### src/rtl/core/wbss_pkg.sv
`timescale 1ns / 1ps
// ----------------------------------------------------------------------------
// wbss_pkg: shared definitions for the wildcard byte signature scanner
// Field widths, register indexes and parameter defaults used by the
// channel interfaces, the scanner core and its checker.
// ----------------------------------------------------------------------------
package wbss_pkg;

   // parameter defaults
   localparam int MAX_PATTERN_DEF   = 32;
   localparam int POSITION_BITS_DEF = 32;

   // fixed field widths
   localparam int DATA_W     = 8;
   localparam int LEN_W      = 6;
   localparam int MASK_W     = 32;
   localparam int OFFSET_W   = 32;
   localparam int PAT_WORD_W = 64;
   localparam int PAT_WORDS  = 4;
   localparam int PAT_CAP    = PAT_WORDS * (PAT_WORD_W / DATA_W);

   // configuration port
   localparam int CSR_IDX_W  = 3;
   localparam int CSR_DATA_W = 64;

   typedef enum logic [CSR_IDX_W-1:0] {
      CSR_PATTERN_0  = 3'd0,
      CSR_PATTERN_1  = 3'd1,
      CSR_PATTERN_2  = 3'd2,
      CSR_PATTERN_3  = 3'd3,
      CSR_WILDCARD   = 3'd4,
      CSR_LENGTH     = 3'd5
   } csr_index_type;

endpackage

### src/rtl/core/wbss_channels.sv
`timescale 1ns / 1ps
// ----------------------------------------------------------------------------
// wbss_channels: request and response channels of the scanner
// Valid/ready channels; a transfer happens on a clock edge with both high.
// ----------------------------------------------------------------------------
interface wbss_req_if;
   logic                        valid;
   logic                        ready;
   logic [wbss_pkg::DATA_W-1:0] data_byte;
   logic                        range_start;
   logic                        scan_end;

   modport source (output valid, data_byte, range_start, scan_end, input ready);
   modport sink   (input valid, data_byte, range_start, scan_end, output ready);
endinterface

interface wbss_rsp_if;
   logic                          valid;
   logic                          ready;
   logic                          found;
   logic [wbss_pkg::OFFSET_W-1:0] match_offset;
   logic                          unique_res;

   modport source (output valid, found, match_offset, unique_res, input ready);
   modport sink   (input valid, found, match_offset, unique_res, output ready);
endinterface

### src/rtl/core/wildcard_byte_signature_scanner.sv
`timescale 1ns / 1ps
// ----------------------------------------------------------------------------
// wildcard_byte_signature_scanner: masked byte pattern search over a stream
// Slides a window over the incoming bytes, compares it against a pattern
// with per-byte wildcards, and reports the first match offset and whether
// the match was unique when the scan ends.
// ----------------------------------------------------------------------------
//  channel | direction | payload                              | handshake
//  --------+-----------+--------------------------------------+------------
//  req_bus | in        | data_byte, range_start, scan_end     | valid/ready
//  rsp_bus | out       | found, match_offset, unique_res      | valid/ready
//  csr_*   | in        | csr_index, csr_write_data            | write enable
//
//  One byte per cycle. A request is captured in an input register; when it
//  advances it is shifted into the window and the parallel masked compare
//  runs, and for a request carrying scan_end the response register loads on
//  that same edge. Reset is synchronous and clears the configuration,
//  control, count, position and match state; window and data registers are
//  qualified by them. A waiting response stalls the input only when a second
//  scan end reaches the compare stage; other bytes keep flowing.
// ----------------------------------------------------------------------------
module wildcard_byte_signature_scanner #(
   parameter int MAX_PATTERN   = wbss_pkg::MAX_PATTERN_DEF,
   parameter int POSITION_BITS = wbss_pkg::POSITION_BITS_DEF
) (
   input  logic                            clock,
   input  logic                            reset,
   wbss_req_if.sink                        req_bus,
   wbss_rsp_if.source                      rsp_bus,
   input  logic                            csr_write_en,
   input  logic [wbss_pkg::CSR_IDX_W-1:0]  csr_index,
   input  logic [wbss_pkg::CSR_DATA_W-1:0] csr_write_data
);

   localparam int WIN_IDX_W = (MAX_PATTERN > 1) ? $clog2(MAX_PATTERN) : 1;
   localparam int CNT_W     = $clog2(MAX_PATTERN + 1);
   localparam logic [CNT_W-1:0]         CNT_TOP = CNT_W'(MAX_PATTERN);
   localparam logic [POSITION_BITS-1:0] POS_TOP = '1;

   // configuration registers
   logic [wbss_pkg::PAT_WORD_W-1:0] pat_ff [wbss_pkg::PAT_WORDS];
   logic [wbss_pkg::MASK_W-1:0]     mask_ff;
   logic [wbss_pkg::LEN_W-1:0]      len_ff;

   // input register
   logic                        s0_valid_ff;
   logic [wbss_pkg::DATA_W-1:0] s0_byte_ff;
   logic                        s0_start_ff;
   logic                        s0_end_ff;

   // scan state
   logic [wbss_pkg::DATA_W-1:0] window_ff [MAX_PATTERN];
   logic [CNT_W-1:0]            count_ff;
   logic [POSITION_BITS-1:0]    pos_ff;
   logic                        first_seen_ff;
   logic [POSITION_BITS-1:0]    first_off_ff;
   logic                        second_seen_ff;

   // output register
   logic                          rsp_valid_ff;
   logic                          rsp_found_ff;
   logic [wbss_pkg::OFFSET_W-1:0] rsp_off_ff;
   logic                          rsp_unique_ff;

   // next values
   logic [wbss_pkg::DATA_W-1:0] window_in [MAX_PATTERN];
   logic [CNT_W-1:0]            count_in;
   logic                        match;
   logic [POSITION_BITS-1:0]    start_at;
   logic                        first_seen_in;
   logic [POSITION_BITS-1:0]    first_off_in;
   logic                        second_seen_in;
   logic                        advance;
   logic                        req_take;

   // pipeline control: only a scan end needs a free output register
   assign advance  = s0_valid_ff && (!s0_end_ff || !rsp_valid_ff || rsp_bus.ready);
   assign req_bus.ready = !s0_valid_ff || advance;
   assign req_take = req_bus.valid && req_bus.ready;

   // window shift and range byte count
   always_comb begin
      logic [CNT_W-1:0] base;
      base = s0_start_ff ? '0 : count_ff;
      count_in = (base == CNT_TOP) ? base : base + CNT_W'(1);
      window_in[0] = s0_byte_ff;
      for (int i = 1; i < MAX_PATTERN; i++) begin
         window_in[i] = window_ff[i-1];
      end
   end

   // parallel masked compare; pattern byte j lines up with window slot len-1-j
   always_comb begin
      logic [wbss_pkg::DATA_W-1:0] pat_byte;
      logic [WIN_IDX_W-1:0]        sel;
      logic                        all_ok;
      logic                        len_ok;
      all_ok = 1'b1;
      for (int j = 0; j < MAX_PATTERN; j++) begin
         pat_byte = pat_ff[j >> 3][8*(j & 7) +: 8];
         sel      = WIN_IDX_W'(int'(len_ff) - 1 - j);
         if ((j < int'(len_ff)) && !mask_ff[j] && (window_in[sel] != pat_byte)) begin
            all_ok = 1'b0;
         end
      end
      len_ok = (len_ff != '0) && (int'(len_ff) <= MAX_PATTERN)
               && (int'(count_in) >= int'(len_ff));
      match = len_ok && all_ok;
   end

   // match start offset, clamped at zero
   always_comb begin
      logic [POSITION_BITS-1:0] back;
      back = POSITION_BITS'(len_ff) - POSITION_BITS'(1);
      start_at = (pos_ff >= back) ? (pos_ff - back) : '0;
   end

   // first / second match tracking
   always_comb begin
      first_seen_in  = first_seen_ff;
      first_off_in   = first_off_ff;
      second_seen_in = second_seen_ff;
      if (match) begin
         if (!first_seen_ff) begin
            first_seen_in = 1'b1;
            first_off_in  = start_at;
         end else begin
            second_seen_in = 1'b1;
         end
      end
   end

   // registers
   always_ff @(posedge clock) begin
      if (reset) begin
         for (int w = 0; w < wbss_pkg::PAT_WORDS; w++) begin
            pat_ff[w] <= '0;
         end
         mask_ff        <= '0;
         len_ff         <= '0;
         s0_valid_ff    <= 1'b0;
         count_ff       <= '0;
         pos_ff         <= '0;
         first_seen_ff  <= 1'b0;
         first_off_ff   <= '0;
         second_seen_ff <= 1'b0;
         rsp_valid_ff   <= 1'b0;
      end else begin
         // register writes
         if (csr_write_en) begin
            unique case (csr_index)
               wbss_pkg::CSR_PATTERN_0: pat_ff[0] <= csr_write_data;
               wbss_pkg::CSR_PATTERN_1: pat_ff[1] <= csr_write_data;
               wbss_pkg::CSR_PATTERN_2: pat_ff[2] <= csr_write_data;
               wbss_pkg::CSR_PATTERN_3: pat_ff[3] <= csr_write_data;
               wbss_pkg::CSR_WILDCARD:  mask_ff <= csr_write_data[wbss_pkg::MASK_W-1:0];
               wbss_pkg::CSR_LENGTH:    len_ff  <= csr_write_data[wbss_pkg::LEN_W-1:0];
               default: ;
            endcase
         end

         // input register
         if (req_take) begin
            s0_valid_ff <= 1'b1;
         end else if (advance) begin
            s0_valid_ff <= 1'b0;
         end

         // scan state; a scan end clears the count, position and match state
         if (advance) begin
            if (s0_end_ff) begin
               count_ff       <= '0;
               pos_ff         <= '0;
               first_seen_ff  <= 1'b0;
               first_off_ff   <= '0;
               second_seen_ff <= 1'b0;
            end else begin
               count_ff       <= count_in;
               pos_ff         <= (pos_ff == POS_TOP) ? pos_ff
                                                     : pos_ff + POSITION_BITS'(1);
               first_seen_ff  <= first_seen_in;
               first_off_ff   <= first_off_in;
               second_seen_ff <= second_seen_in;
            end
         end

         // output register
         if (advance && s0_end_ff) begin
            rsp_valid_ff <= 1'b1;
         end else if (rsp_bus.ready) begin
            rsp_valid_ff <= 1'b0;
         end
      end

      // payload registers
      if (req_take) begin
         s0_byte_ff  <= req_bus.data_byte;
         s0_start_ff <= req_bus.range_start;
         s0_end_ff   <= req_bus.scan_end;
      end
      if (advance) begin
         for (int i = 0; i < MAX_PATTERN; i++) begin
            window_ff[i] <= window_in[i];
         end
      end
      if (advance && s0_end_ff) begin
         rsp_found_ff  <= first_seen_in;
         rsp_off_ff    <= first_seen_in ? wbss_pkg::OFFSET_W'(first_off_in) : '0;
         rsp_unique_ff <= !second_seen_in;
      end
   end

   assign rsp_bus.valid        = rsp_valid_ff;
   assign rsp_bus.found        = rsp_found_ff;
   assign rsp_bus.match_offset = rsp_off_ff;
   assign rsp_bus.unique_res   = rsp_unique_ff;

endmodule

### src/flat_wrapper.sv
// flat-port wrapper written by rule: the top's interface ports become plain ports
module wildcard_byte_signature_scanner_flat 
#(
   parameter int MAX_PATTERN   = wbss_pkg::MAX_PATTERN_DEF,
   parameter int POSITION_BITS = wbss_pkg::POSITION_BITS_DEF
)
  (clock, reset, csr_write_en, csr_index, csr_write_data, req_bus_valid, req_bus_data_byte, req_bus_range_start, req_bus_scan_end, req_bus_ready, rsp_bus_valid, rsp_bus_found, rsp_bus_match_offset, rsp_bus_unique_res, rsp_bus_ready);
  wbss_req_if req_bus_i ();
  wbss_rsp_if rsp_bus_i ();
  input  logic clock;
  input  logic reset;
  input  logic csr_write_en;
  input  logic [wbss_pkg::CSR_IDX_W-1:0] csr_index;
  input  logic [wbss_pkg::CSR_DATA_W-1:0] csr_write_data;
  input wire logic [$bits(req_bus_i.valid)-1:0] req_bus_valid;
  input wire logic [$bits(req_bus_i.data_byte)-1:0] req_bus_data_byte;
  input wire logic [$bits(req_bus_i.range_start)-1:0] req_bus_range_start;
  input wire logic [$bits(req_bus_i.scan_end)-1:0] req_bus_scan_end;
  output wire logic [$bits(req_bus_i.ready)-1:0] req_bus_ready;
  output wire logic [$bits(rsp_bus_i.valid)-1:0] rsp_bus_valid;
  output wire logic [$bits(rsp_bus_i.found)-1:0] rsp_bus_found;
  output wire logic [$bits(rsp_bus_i.match_offset)-1:0] rsp_bus_match_offset;
  output wire logic [$bits(rsp_bus_i.unique_res)-1:0] rsp_bus_unique_res;
  input wire logic [$bits(rsp_bus_i.ready)-1:0] rsp_bus_ready;
  assign req_bus_i.valid = req_bus_valid;
  assign req_bus_i.data_byte = req_bus_data_byte;
  assign req_bus_i.range_start = req_bus_range_start;
  assign req_bus_i.scan_end = req_bus_scan_end;
  assign req_bus_ready = req_bus_i.ready;
  assign rsp_bus_valid = rsp_bus_i.valid;
  assign rsp_bus_found = rsp_bus_i.found;
  assign rsp_bus_match_offset = rsp_bus_i.match_offset;
  assign rsp_bus_unique_res = rsp_bus_i.unique_res;
  assign rsp_bus_i.ready = rsp_bus_ready;
  wildcard_byte_signature_scanner #(.MAX_PATTERN(MAX_PATTERN), .POSITION_BITS(POSITION_BITS)) u_core (.clock(clock), .reset(reset), .req_bus(req_bus_i), .rsp_bus(rsp_bus_i), .csr_write_en(csr_write_en), .csr_index(csr_index), .csr_write_data(csr_write_data));
endmodule
### config.mk
export PLATFORM = sky130hd
export DESIGN_NAME = wildcard_byte_signature_scanner_flat
export DESIGN_NICKNAME = d
export VERILOG_FILES = /design/src/rtl/core/wbss_pkg.sv /design/src/rtl/core/wbss_channels.sv /design/src/rtl/core/wildcard_byte_signature_scanner.sv /design/src/flat_wrapper.sv
export SDC_FILE = /design/constraint.sdc
export NUM_CORES = 2
export LEC_CHECK = 0
export BUFFER_PORTS_ARGS = -buffer_cell sky130_fd_sc_hd__buf_2
export CAP_MARGIN = 25
export CORE_MARGIN = 1
export CORE_UTILIZATION = 30
export CTS_BUF_LIST = sky130_fd_sc_hd__clkbuf_8 sky130_fd_sc_hd__clkbuf_16
export DETAILED_ROUTE_END_ITERATION = 8
export PLACE_DENSITY = 0.5
export SYNTH_ARGS = -nofsm -noshare
export SYNTH_HDL_FRONTEND = slang
export SYNTH_SLANG_ARGS = --single-unit
### constraint.sdc
create_clock -name clock -period 22.1 [get_ports clock]
set_input_delay 4.42 -clock clock [delete_from_list [all_inputs] [get_ports clock]]
set_output_delay 4.42 -clock clock [all_outputs]
set_load 0.02 [all_outputs]
**After elaboration in Yosys (flattened, before gate mapping)**

Memories as Yosys holds them, arrays and structs flattened.
Cells that the tools add are included.

- Register bits after elaboration: 156
- Bits in writable memories: 512
- Input port bits: 82
- Output and inout bits: 36
- Word-level logic and storage cells: 482
- Memories: 2

- Add/subtract/negate cells: 36
- $lt $le $gt $ge: 67
- Equal/unequal tests: 40
- Muxes and demuxes: 170
- Bitwise logic cells: 36
- Reduce and logical (&&, ||, !) cells: 116

Memory list:

| memory | depth | bits a word | rd ports | clocked after memory_dff | wr ports | line | RTL |
|---|---|---|---|---|---|---|---|
| u_core.pat_ff | 4 | 64 | 4 | 0 | 4 | wildcard_byte_signature_scanner.sv:41 | `logic [wbss_pkg::PAT_WORD_W-1:0] pat_ff [wbss_pkg::PAT_WORDS];` |
| u_core.window_ff | 32 | 8 | 31 | 0 | 32 | wildcard_byte_signature_scanner.sv:52 | `logic [wbss_pkg::DATA_W-1:0] window_ff [MAX_PATTERN];` |

Operator list:

| operator | number |
|---|---|
| binary-select mux 8 bit (select 5 bit) | 32 |
| 2-to-1 mux 8 bit | 64 |
| 2-to-1 mux 64 bit | 4 |
| inequality test 8 bit | 32 |
| greater-or-equal comparator 6 bit (second input constant) | 32 |
| 2-to-1 mux 32 bit | 6 |
| inverter 5 -> 6 bit | 32 |
| < comparator 5 x 6 -> 1 bit (first input constant) | 16 |
| subtractor 5 bit (second input constant) | 16 |
| logical AND 1 bit | 70 |
| 2-to-1 mux 1 bit | 61 |
| < comparator 4 x 6 -> 1 bit (first input constant) | 8 |
| subtractor 5 x 4 -> 5 bit (second input constant) | 8 |
| logical NOT 1 bit | 36 |
| adder 32 x 1 -> 32 bit (second input constant) | 1 |
| equality test 32 bit (second input constant) | 1 |
| greater-or-equal comparator 32 bit | 1 |
| subtractor 32 bit | 1 |
| < comparator 3 x 6 -> 1 bit (first input constant) | 4 |
| subtractor 5 x 3 -> 5 bit (second input constant) | 4 |
| 2-to-1 mux 6 bit | 3 |
| < comparator 1 x 6 -> 1 bit (first input constant) | 2 |
| < comparator 2 x 6 -> 1 bit (first input constant) | 2 |
| subtractor 5 x 1 -> 5 bit (second input constant) | 2 |
| 16 further kinds | 27 |

**Longest topological paths before layout**

- Depth after elaboration: 42
- Mapped depth: 28
- Depth with buffers taken out: 19

**Least setup slack after synthesis**

No wires, ideal clock.

- Path type: in2reg
- From: input rsp_bus_ready
- To: register u_core.first_off_ff[13]
- Setup time: 0.117 ns
- Data arrival time: 10.642 ns
- Required time: 21.983 ns
- Slack: 11.341 ns
- Stages: 7
- Buffers on the path: 1
- Path through: nor2b_1 > nand2_1 > nand2_1 > inv_1 > o21ai_1 > buf_2 > a32o_1

- Longest elaborated chain between the ends: 2

Ends and longest elaborated chain:

| element | line | RTL |
|---|---|---|
| start: declaration | flat_wrapper.sv:24 | `input wire logic [$bits(rsp_bus_i.ready)-1:0] rsp_bus_ready;` |
| logical OR 1 bit | wildcard_byte_signature_scanner.sv:77 | `assign advance = s0_valid_ff && (!s0_end_ff \|\| !rsp_valid_ff \|\| rsp_bus.ready);` |
| logical AND 1 bit | wildcard_byte_signature_scanner.sv:77 |  |
| net u_core.advance | wildcard_byte_signature_scanner.sv:73 | `logic advance;` |
| end signal: assignment | wildcard_byte_signature_scanner.sv:182 | `first_off_ff <= first_off_in;` |
| end: declaration | wildcard_byte_signature_scanner.sv:56 | `logic [POSITION_BITS-1:0] first_off_ff;` |

The timed path passes the listed nets, and every way through them passes these cells.
A chain may end at the register's enable or synchronous reset.

**Worst setup path after layout**

- From: input rsp_bus_ready
- To: output req_bus_ready

- Longest elaborated chain between the ends: 3

Ends and longest elaborated chain:

| element | line | RTL |
|---|---|---|
| logical OR 1 bit | wildcard_byte_signature_scanner.sv:77 |  |
| logical AND 1 bit | wildcard_byte_signature_scanner.sv:77 |  |
| logical OR 1 bit | wildcard_byte_signature_scanner.sv:78 | `assign req_bus.ready = !s0_valid_ff \|\| advance;` |
| end: declaration | flat_wrapper.sv:19 | `output wire logic [$bits(req_bus_i.ready)-1:0] req_bus_ready;` |

No other way between the ends.

==> run metrics <==
endpoint class of the critical path output pin; routed wire length 162000 um; Die Area 151000 um^2; final slew viol count 0; Adder-Cell Fraction of Synth Area 1.47%; Syn Std Cell Area 44900 um^2; Seq/Total Area, Yosys 41.6%; Mean Syn Cell Area 11.7 um^2; # IOs 118; Async S/R FF share, synth 0%; Reg power frac 40.4%; Max VDD drop 0.0572 mV; vias per std cell 5.61; DRT Pass-1 Iters 6; clock power share 37.8%; syn_nets 3960; hold_buf cts 0; CTS buffer count 81; Die Wd 389 um; CORE AREA 148000 um^2; Simple-Gate Fraction of Synth Area 13.0%; Final setup viols 0; Power per Cell Area 72.0 nW/um^2; maximum clock insertion buffer count 3; Cells after Synth 3826; Fillers 14800; wire per inst 27.7 um; Comb pwr share 21.8%; hpwl dp 123000 um; First DRT Iteration DRCs 3418; Synth cell types 81; Hold Fails Final Rpt 0; WS Path Type primary input to output pin; multi-input logic area 25200 um^2; Setup TNS 0 ns; worst rel slew slack 25.6%; Sw Ratio 30.7%; proportion of layout cells with a drive suffix above 1 19.5%; I/O Buffers 117; dpl cell area 47600 um^2; CTS tree built; PostCTS Resize Cnt 0; Least-Margin Pin Slew 1.09 ns; area growth from synthesis to layout 12.0%; HP Start u_core.mask_ff[23]$_SDFFE_PP0P_; crit path cell chain buf_2 > nor2b_1 > nand3_1 > buf_2; Int Power 2510 uW; Crit path largest cell delay 0.27 ns; Worst Hold Class register to register; Sink Count 660; largest family of logic cells by synthesized area multiplexers; Reg-to-Reg End u_core.rsp_bus.match_offset[30]$_SDFFCE_PN0P_; Final Util 33.9%; pin count of the biggest net entering global routing 145; EDFF count, synth 548; setup bufs post-CTS 0; GR Overflow Total 0; setup slack, reg-to-reg 13.09 ns; Synth Flop Type edfxtp_1; Reg2Reg Depth 18; WP data arrival 5.11 ns; clk_lat worst skew 0.69 ns; first-pass GRT wire length 231000 um; Top cell by count, worst path buf_2; RePlAce Congestion 0.951; Initial Utilization 30.3%; period utilization 43.1%; CTS root buffer clkbuf_16; DR DRC count 0; critical path launch point type primary input; register bit total from synthesis 660; Die Ht 389 um; Layout Skew 0.0176 ns; R2R Path Start u_core.len_ff[0]$_SDFFE_PP0P_; mux cell area share after synthesis 23.5%; outcome complete, no violations; NumNets Final 3991; Worst-path clk slew 0.05 ns; RSZ-0062 raised after global routing no; Std-Cell Rows 141; Worst EP required 17.68 ns; post-route cell area 50300 um^2; slowest stage cell on the critical path nor2b_1; Pleak 0.0171 uW; number of H-tree levels 3; Max Clock Freq 0.105 GHz; XOR/XNOR share of the synthesized area 9.92%; post-synthesis compound-gate area fraction 7.63%; CP Max Fanout 4; synth warn 0; Tot Pwr 3620 uW; hold endpoint u_core.mask_ff[23]$_SDFFE_PP0P_; vias in the first global route 30700; Min-Delay Path Depth 2; Max Cap Violations 0; initial antenna violation count 15; crit path time final 9.53 ns; sequential cell area 18700 um^2; Final ANT Viol Nets 0; GRT Total Usage 21.1%; P_sw 1110 uW; total number of vias 32900
[synth_stat cells, types with 55 or more instances]
cell,number,area share [%]
edfxtp_1,548,37
mux4_2,284,14
xor2_1,282,5.5
and2_1,281,3.9
mux2i_1,272,6.1
nand2_1,250,2.1
xnor2_1,218,4.3
a21oi_1,195,2.2
nor2_1,190,1.6
mux2_2,129,3.2
nand3_1,116,1.3
dfxtp_1,112,5.0
clkbuf_1,108,0.90
buf_2,75,0.84
nand4_1,69,0.96
nor4_1,55,0.77
[cell usage in the layout, fill, tap and decap left out, drive strengths merged, types with 24 or more instances in the layout]
master / synthesis / routed
xor2: 282 / 282
buf: 127 / 183
clkinv: 0 / 33
clkbuf: 108 / 85
inv: 44 / 63
and2: 281 / 281
nor4: 55 / 55
a21o: 34 / 34
a22oi: 25 / 25
ha: 51 / 51
edfxtp: 548 / 548
mux2: 129 / 129
and3: 24 / 24
o21ai: 74 / 74
or3: 27 / 27
nand2: 250 / 250
xnor2: 220 / 220
nor3: 42 / 42
mux4: 284 / 284
a21oi: 195 / 195
dfxtp: 112 / 112
nand3: 116 / 116
mux2i: 272 / 272
a32o: 32 / 32
nand4: 69 / 69
nor2: 190 / 190
[state kept, by name (all words and copies together) (netlist names), 6 cells and up]
name,count
u_core.count_ff,6
u_core.first_off_ff,32
u_core.len_ff,6
u_core.mask_ff,32
u_core.pat_ff,256
u_core.pos_ff,32
u_core.rsp_bus.match_offset,32
u_core.s0_byte_ff,8
u_core.window_ff,248
[power groups by stage]
stage / registers (uW) / logic, uW / clock network [uW]
floorplan: 1470 / 534 / 0
global placement: 1490 / 775 / 0
detailed placement: 1490 / 776 / 0
CTS: 1460 / 781 / 1400
global route: 1470 / 838 / 1440
finish: 1460 / 789 / 1370
[through the flow]
| step | hold slack, ns | worst slack [ns] | cells |
|---|---|---|---|
| floorplan | 0.431 | 11.34 | 3826 |
| global placement | 0.437 | 12.58 | 5698 |
| detailed placement | 0.448 | 12.59 | 5700 |
| finish | 0.457 | 12.57 | 5852 |
| CTS | 0.457 | 12.57 | 5847 |
| global route | 0.469 | 12.49 | 5851 |
[final cells by class]
| type | count | area share [%] |
|---|---|---|
| clock buffer | 85 | 4.16 |
| sequential | 660 | 37.2 |
| tap | 1930 | 4.80 |
| antenna | 1 | 0.00498 |
| multi-input combinational | 2887 | 50.0 |
| clock inverter | 62 | 1.11 |
| inverter | 44 | 0.343 |
| timing repair buffer | 183 | 2.36 |
[worst max-delay path, delay by kind of cell]
kind | cells | cell delay, ns
and+or+nand+nor | 2 | 0.41
buffers and inverters | 2 | 0.28
[worst max path at each step]
| stage | startpoint | end | slack (ns) | cells after the start |
|---|---|---|---|---|
| after floorplan | rsp_bus_ready | u_core.first_off_ff[13]$_SDFFE_PP0P_ | 11.34 | 7 |
| after global placement | rsp_bus_ready | req_bus_ready | 12.58 | 4 |
| after detailed placement | rsp_bus_ready | req_bus_ready | 12.59 | 4 |
| after CTS | rsp_bus_ready | req_bus_ready | 12.57 | 4 |
| after global routing | rsp_bus_ready | req_bus_ready | 12.49 | 4 |
| final | rsp_bus_ready | req_bus_ready | 12.57 | 4 |
[logic make-up (layout without fill, tap and decap cells)]
group / Yosys count / count (layout)
flip-flops: 660 / 660
AND/OR/NAND/NOR: 1125 / 1125
AO/OA/AOI/OAI: 521 / 521
multiplexers: 685 / 685
buffers and inverters: 279 / 374
XOR/XNOR: 504 / 504
adder cells (fa/ha/maj): 52 / 52
other: 0 / 1
[per-layer routing]
metal  up-vias  GRT usage (%)  wire (um)
met3       220           4.31      12800
li1      14600              -          -
met1     16700           29.6      71300
met2      1291           32.2      72000
met4         6           7.05       5920
met5         -              0         37
Power figures use the tool's default switching activity.
